==> config.mk <==
export PLATFORM = sky130hd
export DESIGN_NAME = second_chance_page_buffer_top
export DESIGN_NICKNAME = d
export VERILOG_FILES = /design/src/hdl/scpb_pkg.sv /design/src/hdl/second_chance_page_buffer_top.sv /design/src/hdl/scpb_front.sv /design/src/hdl/scpb_back.sv
export SDC_FILE = /design/constraint.sdc
export NUM_CORES = 1
export LEC_CHECK = 0
export BUFFER_PORTS_ARGS = -buffer_cell sky130_fd_sc_hd__buf_2
export CAP_MARGIN = 10
export CORE_MARGIN = 5
export CORE_UTILIZATION = 55
export DETAILED_ROUTE_END_ITERATION = 6
export HOLD_SLACK_MARGIN = 0.06
export PLACE_DENSITY = 0.8
export SLEW_MARGIN = 20
export SYNTH_ARGS = -nofsm -noshare
export SYNTH_HDL_FRONTEND = slang
export SYNTH_HIERARCHICAL = 1
export SYNTH_SLANG_ARGS = --single-unit
==> constraint.sdc <==
create_clock -name clk -period 4.1 [get_ports clk]
set_input_delay 0.82 -clock clk [delete_from_list [all_inputs] [get_ports clk]]
set_output_delay 0.82 -clock clk [all_outputs]
set_load 0.01 [all_outputs]
==> src/hdl/scpb_pkg.sv <==
`timescale 1ns / 1ps
package scpb_pkg;
	localparam int SLOTS_DEF = 8;
	localparam int RECORD_BITS_DEF = 16;
	localparam int REC_W = 16;
	localparam int SLOT_W = 3;
	localparam int QDEPTH = 2;

	localparam logic [1:0] MODE_READ = 2'd0;
	localparam logic [1:0] MODE_WRITE = 2'd1;
	localparam logic [1:0] MODE_FLUSH = 2'd2;

	typedef struct packed {
		logic [1:0]       mode;
		logic [REC_W-1:0] record_number;
	} in_item_t;

	typedef struct packed {
		logic             hit;
		logic [SLOT_W-1:0] slot;
		logic             writeback_valid;
		logic [REC_W-1:0] writeback_record;
		logic [31:0]      hit_total;
		logic [31:0]      fault_total;
		logic             last;
	} out_item_t;

	typedef enum logic [1:0] {
		OP_ACCESS = 2'd0,
		OP_FLUSH  = 2'd1,
		OP_NOP    = 2'd2
	} op_t;

	typedef struct packed {
		op_t              op;
		logic             is_write;
		logic [REC_W-1:0] rec;
	} cmd_t;
endpackage

==> src/hdl/second_chance_page_buffer_top.sv <==
`timescale 1ns / 1ps
// read/write hit or free-slot insert: slots are searched upward from slot 0
// full-buffer insert: find, second-chance scan (up to 2*SLOTS skips), shift down
// flush: one beat per dirty slot (one empty beat if none); one item in work at a time
// a two-entry queue decouples input acceptance from the slot walker
// arst_n clears all valid, reference and dirty bits, counters and the root register
module second_chance_page_buffer_top #(
	parameter int SLOTS = scpb_pkg::SLOTS_DEF,
	parameter int RECORD_BITS = scpb_pkg::RECORD_BITS_DEF
) (
	input  logic                clk,
	input  logic                arst_n,
	input  scpb_pkg::in_item_t  in_data,
	input  logic                in_valid,
	output logic                in_ready,
	output scpb_pkg::out_item_t out_data,
	output logic                out_valid,
	input  logic                out_ready,
	input  logic [RECORD_BITS:0] cfg_data,
	input  logic                cfg_valid,
	output logic                cfg_ready
);
	import scpb_pkg::*;

	cmd_t cmd;
	logic cmd_valid, cmd_ready;
	logic root_on_q;
	logic [RECORD_BITS-1:0] root_rec_q;

	assign cfg_ready = 1'b1;

	always_ff @(posedge clk or negedge arst_n) begin
		if (!arst_n) begin
			root_on_q <= 1'b0;
			root_rec_q <= '0;
		end else if (cfg_valid) begin
			root_on_q <= !cfg_data[RECORD_BITS];
			root_rec_q <= cfg_data[RECORD_BITS-1:0];
		end
	end

	scpb_front u_front (
		.clk, .arst_n, .in_data, .in_valid, .in_ready,
		.cmd, .cmd_valid, .cmd_ready
	);

	scpb_back #(.SLOTS(SLOTS), .RECORD_BITS(RECORD_BITS)) u_back (
		.clk, .arst_n, .cmd, .cmd_valid, .cmd_ready,
		.root_on(root_on_q), .root_rec(root_rec_q),
		.out_data, .out_valid, .out_ready
	);
endmodule

==> src/hdl/scpb_front.sv <==
`timescale 1ns / 1ps
module scpb_front (
	input  logic                clk,
	input  logic                arst_n,
	input  scpb_pkg::in_item_t  in_data,
	input  logic                in_valid,
	output logic                in_ready,
	output scpb_pkg::cmd_t      cmd,
	output logic                cmd_valid,
	input  logic                cmd_ready
);
	import scpb_pkg::*;

	cmd_t q_mem [QDEPTH];
	logic [1:0] cnt_q;
	logic wp_q, rp_q;
	cmd_t c;
	logic push, pop;

	always_comb begin
		c.rec = in_data.record_number;
		c.is_write = (in_data.mode == MODE_WRITE);
		case (in_data.mode)
			MODE_READ, MODE_WRITE: c.op = OP_ACCESS;
			MODE_FLUSH: c.op = OP_FLUSH;
			default: c.op = OP_NOP;
		endcase
	end

	assign in_ready = (cnt_q != 2'(QDEPTH));
	assign push = in_valid && in_ready;
	assign cmd_valid = (cnt_q != 2'd0);
	assign pop = cmd_valid && cmd_ready;
	assign cmd = q_mem[rp_q];

	always_ff @(posedge clk) begin
		if (push) q_mem[wp_q] <= c;
	end

	always_ff @(posedge clk or negedge arst_n) begin
		if (!arst_n) begin
			cnt_q <= '0;
			wp_q <= 1'b0;
			rp_q <= 1'b0;
		end else begin
			if (push) wp_q <= ~wp_q;
			if (pop) rp_q <= ~rp_q;
			cnt_q <= cnt_q + 2'(push) - 2'(pop);
		end
	end
endmodule

==> src/hdl/scpb_back.sv <==
`timescale 1ns / 1ps
module scpb_back #(
	parameter int SLOTS = scpb_pkg::SLOTS_DEF,
	parameter int RECORD_BITS = scpb_pkg::RECORD_BITS_DEF
) (
	input  logic                 clk,
	input  logic                 arst_n,
	input  scpb_pkg::cmd_t       cmd,
	input  logic                 cmd_valid,
	output logic                 cmd_ready,
	input  logic                 root_on,
	input  logic [RECORD_BITS-1:0] root_rec,
	output scpb_pkg::out_item_t  out_data,
	output logic                 out_valid,
	input  logic                 out_ready
);
	import scpb_pkg::*;
	localparam int SW = $clog2(SLOTS);

	typedef enum logic [4:0] {
		ST_IDLE  = 5'b00001,
		ST_FIND  = 5'b00010,
		ST_SCAN  = 5'b00100,
		ST_SHIFT = 5'b01000,
		ST_FLUSH = 5'b10000
	} st_t;

	st_t st_q;
	logic [RECORD_BITS-1:0] tag_q [SLOTS];
	logic [SLOTS-1:0] tv_q, ref_q, dty_q;
	logic rs_v_q;
	logic [SW-1:0] rs_q;
	logic [31:0] hc_q, fc_q;
	cmd_t c_q;
	logic [SW-1:0] i_q;
	logic [SW+1:0] guard_q;
	logic found_q;
	logic ov_q;
	out_item_t od_q;

	logic [RECORD_BITS-1:0] rec;
	logic rec_root, busy_out;
	logic [SW-1:0] last_i;
	logic more_dirty;

	assign rec = c_q.rec[RECORD_BITS-1:0];
	assign rec_root = root_on && (root_rec == rec);
	assign busy_out = ov_q && !out_ready;
	assign cmd_ready = (st_q == ST_IDLE);
	assign out_valid = ov_q;
	assign out_data = od_q;
	assign last_i = SW'(SLOTS-1);

	always_comb begin
		more_dirty = 1'b0;
		for (int k = 0; k < SLOTS; k++)
			if (k > int'(i_q) && dty_q[k]) more_dirty = 1'b1;
	end

	function automatic out_item_t mk(logic h, logic [SW-1:0] s, logic wv,
			logic [RECORD_BITS-1:0] wr, logic [31:0] hc, logic [31:0] fc, logic l);
		out_item_t o;
		o.hit = h;
		o.slot = SLOT_W'(s);
		o.writeback_valid = wv;
		o.writeback_record = wv ? REC_W'(wr) : '0;
		o.hit_total = hc;
		o.fault_total = fc;
		o.last = l;
		return o;
	endfunction

	always_ff @(posedge clk) begin
		if (st_q == ST_IDLE && cmd_valid) c_q <= cmd;
		if (st_q == ST_SHIFT && !busy_out) begin
			if (i_q != last_i) tag_q[i_q] <= tag_q[i_q + SW'(1)];
			else tag_q[i_q] <= rec;
		end
		if (st_q == ST_FIND && !busy_out && !found_q && !tv_q[i_q])
			tag_q[i_q] <= rec;
	end

	always_ff @(posedge clk or negedge arst_n) begin
		if (!arst_n) begin
			st_q <= ST_IDLE;
			tv_q <= '0;
			ref_q <= '0;
			dty_q <= '0;
			rs_v_q <= 1'b0;
			rs_q <= '0;
			hc_q <= '0;
			fc_q <= '0;
			i_q <= '0;
			guard_q <= '0;
			found_q <= 1'b0;
			ov_q <= 1'b0;
			od_q <= '0;
		end else begin
			if (ov_q && out_ready) ov_q <= 1'b0;
			case (st_q)
				ST_IDLE: if (cmd_valid) begin
					i_q <= '0;
					found_q <= 1'b0;
					case (cmd.op)
						OP_ACCESS: st_q <= ST_FIND;
						OP_FLUSH: st_q <= ST_FLUSH;
						default: st_q <= ST_FLUSH;
					endcase
					if (cmd.op == OP_NOP) i_q <= last_i;
					if (cmd.op == OP_NOP) found_q <= 1'b1;
				end
				ST_FIND: if (!busy_out) begin
					if (tv_q[i_q] && tag_q[i_q] == rec) begin
						if (c_q.is_write) begin
							ref_q[i_q] <= 1'b1;
							dty_q[i_q] <= 1'b1;
							od_q <= mk(1'b1, i_q, 1'b0, '0, hc_q, fc_q, 1'b1);
						end else begin
							od_q <= mk(1'b1, i_q, 1'b0, '0,
								(hc_q == '1) ? hc_q : hc_q + 32'd1, fc_q, 1'b1);
							if (hc_q != '1) hc_q <= hc_q + 32'd1;
						end
						ov_q <= 1'b1;
						st_q <= ST_IDLE;
					end else if (!tv_q[i_q]) begin
						tv_q[i_q] <= 1'b1;
						ref_q[i_q] <= 1'b0;
						dty_q[i_q] <= 1'b0;
						if (rec_root) begin
							rs_v_q <= 1'b1;
							rs_q <= i_q;
						end
						if (!c_q.is_write && fc_q != '1) fc_q <= fc_q + 32'd1;
						od_q <= mk(1'b0, i_q, 1'b0, '0, hc_q,
							(!c_q.is_write && fc_q != '1) ? fc_q + 32'd1 : fc_q, 1'b1);
						ov_q <= 1'b1;
						st_q <= ST_IDLE;
					end else if (i_q == last_i) begin
						if (!c_q.is_write && fc_q != '1) fc_q <= fc_q + 32'd1;
						if (rec_root) rs_v_q <= 1'b0;
						i_q <= '0;
						guard_q <= '0;
						st_q <= ST_SCAN;
					end else begin
						i_q <= i_q + SW'(1);
					end
				end
				ST_SCAN: if (!busy_out) begin
					if ((ref_q[i_q] || (rs_v_q && rs_q == i_q)) &&
							guard_q != (SW+2)'(2*SLOTS)) begin
						ref_q[i_q] <= 1'b0;
						guard_q <= guard_q + (SW+2)'(1);
						i_q <= (i_q == last_i) ? '0 : i_q + SW'(1);
					end else begin
						od_q <= mk(1'b0, last_i, dty_q[i_q], tag_q[i_q], hc_q, fc_q, 1'b1);
						st_q <= ST_SHIFT;
					end
				end
				ST_SHIFT: if (!busy_out) begin
					if (i_q != last_i) begin
						tv_q[i_q] <= tv_q[i_q + SW'(1)];
						ref_q[i_q] <= ref_q[i_q + SW'(1)];
						dty_q[i_q] <= dty_q[i_q + SW'(1)];
						if (rs_v_q && rs_q == i_q + SW'(1)) rs_q <= i_q;
						i_q <= i_q + SW'(1);
					end else begin
						tv_q[i_q] <= 1'b1;
						ref_q[i_q] <= 1'b0;
						dty_q[i_q] <= 1'b0;
						if (rec_root) begin
							rs_v_q <= 1'b1;
							rs_q <= i_q;
						end
						ov_q <= 1'b1;
						st_q <= ST_IDLE;
					end
				end
				ST_FLUSH: if (!busy_out) begin
					if (found_q && i_q == last_i) begin
						od_q <= mk(1'b0, '0, 1'b0, '0, hc_q, fc_q, 1'b1);
						ov_q <= 1'b1;
						st_q <= ST_IDLE;
					end else if (dty_q[i_q]) begin
						dty_q[i_q] <= 1'b0;
						od_q <= mk(1'b0, i_q, 1'b1, tag_q[i_q], hc_q, fc_q, !more_dirty);
						ov_q <= 1'b1;
						if (!more_dirty) st_q <= ST_IDLE;
						else i_q <= i_q + SW'(1);
					end else if (i_q == last_i) begin
						od_q <= mk(1'b0, '0, 1'b0, '0, hc_q, fc_q, 1'b1);
						ov_q <= 1'b1;
						st_q <= ST_IDLE;
					end else begin
						i_q <= i_q + SW'(1);
					end
				end
				default: st_q <= ST_IDLE;
			endcase
		end
	end
endmodule

==> summary.txt <==
Route
  – Remaining antenna violation count after routing: 0
  – Routed met3 length: 3610 um
  – Topmost layer with routed signal wires: met4
  – Avg WL per Cell: 20.9 um
  – M1 WL: 18100 um
  – Via Count: 13600
  – Met2 wirelength from detailed routing: 22700 um
  – Per-cell via count in the routed design: 6.17
  – Pre-Repair DR Iteration Count: 6
  – Iteration-0 DRC count of the detailed router: 1163
  – Residual DRC: 0
  – Final routed wirelength across all metal layers: 46100 um

Clock tree
  – Source-to-sink clock delay at the later pin of the worst-skew pair: 0.54 ns
  – TritonCTS clock tree: built
  – CTS Buf Count: 42
  – Clock sink total: 397
  – Number of buffers on the longest clock path: 3
  – Clock tree root buffer cell: clkbuf_16
  – Clock input transition at the sequential cells of the worst setup and hold paths: 0.06 ns
  – Depth of the CTS H-tree: 2

Floorplanning
  – Die Wd: 197 um
  – Core box area: 34500 sq um
  – Vertical die dimension: 197 um
  – I/O pin cnt: 129
  – Effective utilization at floorplan: 55.6%
  – Area enclosed by the die boundary: 38800 sq um
  – Standard-cell row count: 68

Worst setup path
  – Worst setup path start: u_back/i_q[0]
  – CP startpoint kind: flop
  – CP Max Fanout: 32
  – Capturing point of the worst reg2reg path: u_back/hc_q[29]
  – Kind of critical path: reg -> reg
  – Crit. End Element: flop
  – Worst reg-to-reg setup slack: 0.24 ns
  – Worst R2R Start: u_back/i_q[0]
  – Signal arrival time at the worst endpoint: 4.30 ns
  – Required time of the critical path: 4.54 ns
  – Cell depth of the worst flop-to-flop path: 12
  – Worst setup path endpoint: u_back/hc_q[29]

Yosys
  – Nets in the synthesized netlist: 1635
  – Flip-flop and latch count after synthesis: 397
  – Dominant synthesized flop cell: dfrtp_1
  – Post-Syn Area: 19200 sq um
  – Mean cell area of the mapped netlist: 12.1 sq um
  – FFs w/ async S/R, synth: 53.9%
  – Fraction of post-synthesis cell area in the top cell type by area: 28.6%
  – Most area-consuming cells after synthesis: edfxtp_1, dfrtp_1, mux4_2
  – Most frequent cells after synthesis: dfrtp_1, edfxtp_1, nand2_1, nor2_1, o21ai_0
  – Number of distinct standard cells referenced by the synthesized netlist: 69
  – Post-synthesis sequential area ratio: 56.5%
  – Number of flops mapped to enable cells by yosys: 183
  – Number of warnings issued by yosys: 6
  – Number of cells produced by synthesis: 1587
  – Cell with the most instances after synthesis: dfrtp_1
  – Cell taking the most area after synthesis: edfxtp_1

Timing
  – Minimum clock period: 3.86 ns
  – Maximum achievable frequency: 259 MHz
  – Max-slew violation total from the final report: 0
  – Hold Worst Slack: 0.350 ns
  – Worst-Margin Slew: 0.986 ns
  – Number of hold violations in the final report: 0
  – Final critical-path setup slack: 0.240 ns
  – Setup violators final: 0
  – Final worst clock skew: 0.0239 ns
  – Final period utilization: 94.2%
  – Relative max-transition margin: 34.2%

Place
  – Pre-CTS setup slack: 0.310 ns
  – Input/output buffers: 127
  – Detailed-placement wirelength estimate: 31000 um
  – Final weighted congestion in routability-driven placement: 0.907

Final layout
  – Share of final-layout standard cells stronger than drive strength 1: 23.2%
  – Antenna diode instance count: 0
  – Area growth from synthesis to layout: 14.6%
  – Count of filler cells inserted in the layout: 2561
  – # nets final: 1768

GRT
  – Wire length of the first global-routing pass: 74300 um
  – Global route overflow: 0
  – Antenna violations before repair: 0
  – Number of global-route vias before repair: 13600
  – Tot GR Track Use: 23.6%
  – Maximum number of pins on one net before global-route repair: 123

Run
  – MaxCap Viol Count: 0

Pwr
  – Total power divided by cell area: 636 nW/um^2
  – Maximum VDD drop: 0.000489 V
  – Static leakage power: 8.86 nW

Status
  – Run status: finished, final reports clean

Worst hold path
  – Kind of path behind the tightest hold check: in -> async
## cells in the final DEF (no fill, tap or decap), types with 18 or more instances in the layout
cell type / Yosys / routed
edfxtp_1: 183 / 183
o31ai_1: 21 / 21
nand2_1: 133 / 133
buf_2: 8 / 126
mux2i_1: 45 / 45
xor2_1: 54 / 54
mux2_2: 79 / 79
dfrtp_1: 213 / 212
nor2_1: 125 / 125
buf_4: 5 / 45
or3_1: 21 / 21
xnor2_1: 82 / 82
nor3_1: 27 / 25
and3_1: 33 / 33
nand3_1: 50 / 50
o21ai_0: 86 / 85
nand4_1: 35 / 35
a21oi_1: 61 / 59
clkbuf_16: 0 / 43
a31oi_1: 23 / 23
o22ai_1: 18 / 18
mux4_2: 46 / 46
## flip-flops by register name, indices dropped and copies added (netlist names), 2 cells and up, named ones only
signal           cells
u_back/hc_q         32
u_back/out_data     86
u_back/st_q          5
u_front/cnt_q        2
root_rec_q          16
u_front/q_mem       38
u_back/tag_q       128
u_back/guard_q       5
u_back/fc_q         32
u_back/rec          16
u_back/i_q           3
u_back/tv_q          8
u_back/rs_q          3
## layer usage
layer / global-route usage [%] / up-vias
met4: 7.70 / 0
met3: 3.57 / 123
li1: - / 6130
met2: 39.6 / 653
met5: 0 / -
met1: 32.0 / 6702
## critical path: stages (launching register included)
cell	delay, ns
dfrtp_4	0.54
buf_12	0.24
mux4_2	0.53
mux2i_1	0.31
xor2_1	0.18
nand3_1	0.16
nor4_4	0.27
buf_4	0.18
nand3_1	0.09
or4_1	0.53
buf_4	0.27
nor3_1	0.26
xor2_1	0.17
## cell families after synthesis
logic type / after synthesis / synth area share, %
fa+ha+maj: 8 / 0.521
mux: 181 / 13.2
xor+xnor: 136 / 6.20
compound gates: 260 / 8.20
buf+inv: 105 / 2.44
flops: 397 / 56.5
simple gates: 499 / 12.9
other cells: 1 / 0.0195
## metrics by stage
step	cell area (sq um)	util (%)	total power (W)	instances	setup TNS, ns
after floorplan	19200	-	0.00853	1587	0
after global placement	20500	59.4	0.00978	2129	0
after detailed placement	20500	59.4	0.00994	2129	0
after CTS	22000	63.7	0.0140	2205	0
after global routing	22000	63.7	0.0147	2207	-0.00255
final	22000	63.7	0.0140	2207	0
## power by group
part | internal [W] | leakage [nW] | switching (W)
clock network | 0.00251 | 0.729 | 0.00153
logic | 0.00180 | 3.63 | 0.00268
registers | 0.00506 | 4.50 | 0.000423
total | 0.00937 | 8.86 | 0.00463
## how the worst min path moves through the flow
stage                              startpoint                  end  slack, ns  cells past startpoint
after detailed placement  u_back/out_data[81]  u_back/out_data[81]       0.46                      2
after global routing               in_data[6]  u_front/q_mem[1][6]       0.45                      1
after floorplan                  u_front/wp_q         u_front/wp_q       0.46                      1
final                                  arst_n  u_back/out_data[46]       0.35                      1
after global placement    u_back/out_data[30]  u_back/out_data[30]       0.46                      2
after CTS                              arst_n  u_back/out_data[60]       0.44                      1
## area by class of cell
cell class	instances	area, sq um	area share, %
well taps	455	569	2.59
clock buffers	58	1210	5.51
repair buffers	179	1120	5.10
inverters	15	56.3	0.256
flip-flops and latches	397	10900	49.3
multi-input cells	1085	7920	36.0
clock inverters	18	277	1.26
## timing repair
item	in CTS	in global routing
hold buffers	0	0
setup endpoints to repair	0	1
resized for setup	0	0
buffers inserted	0	2
(Power assumes the default switching activity.)
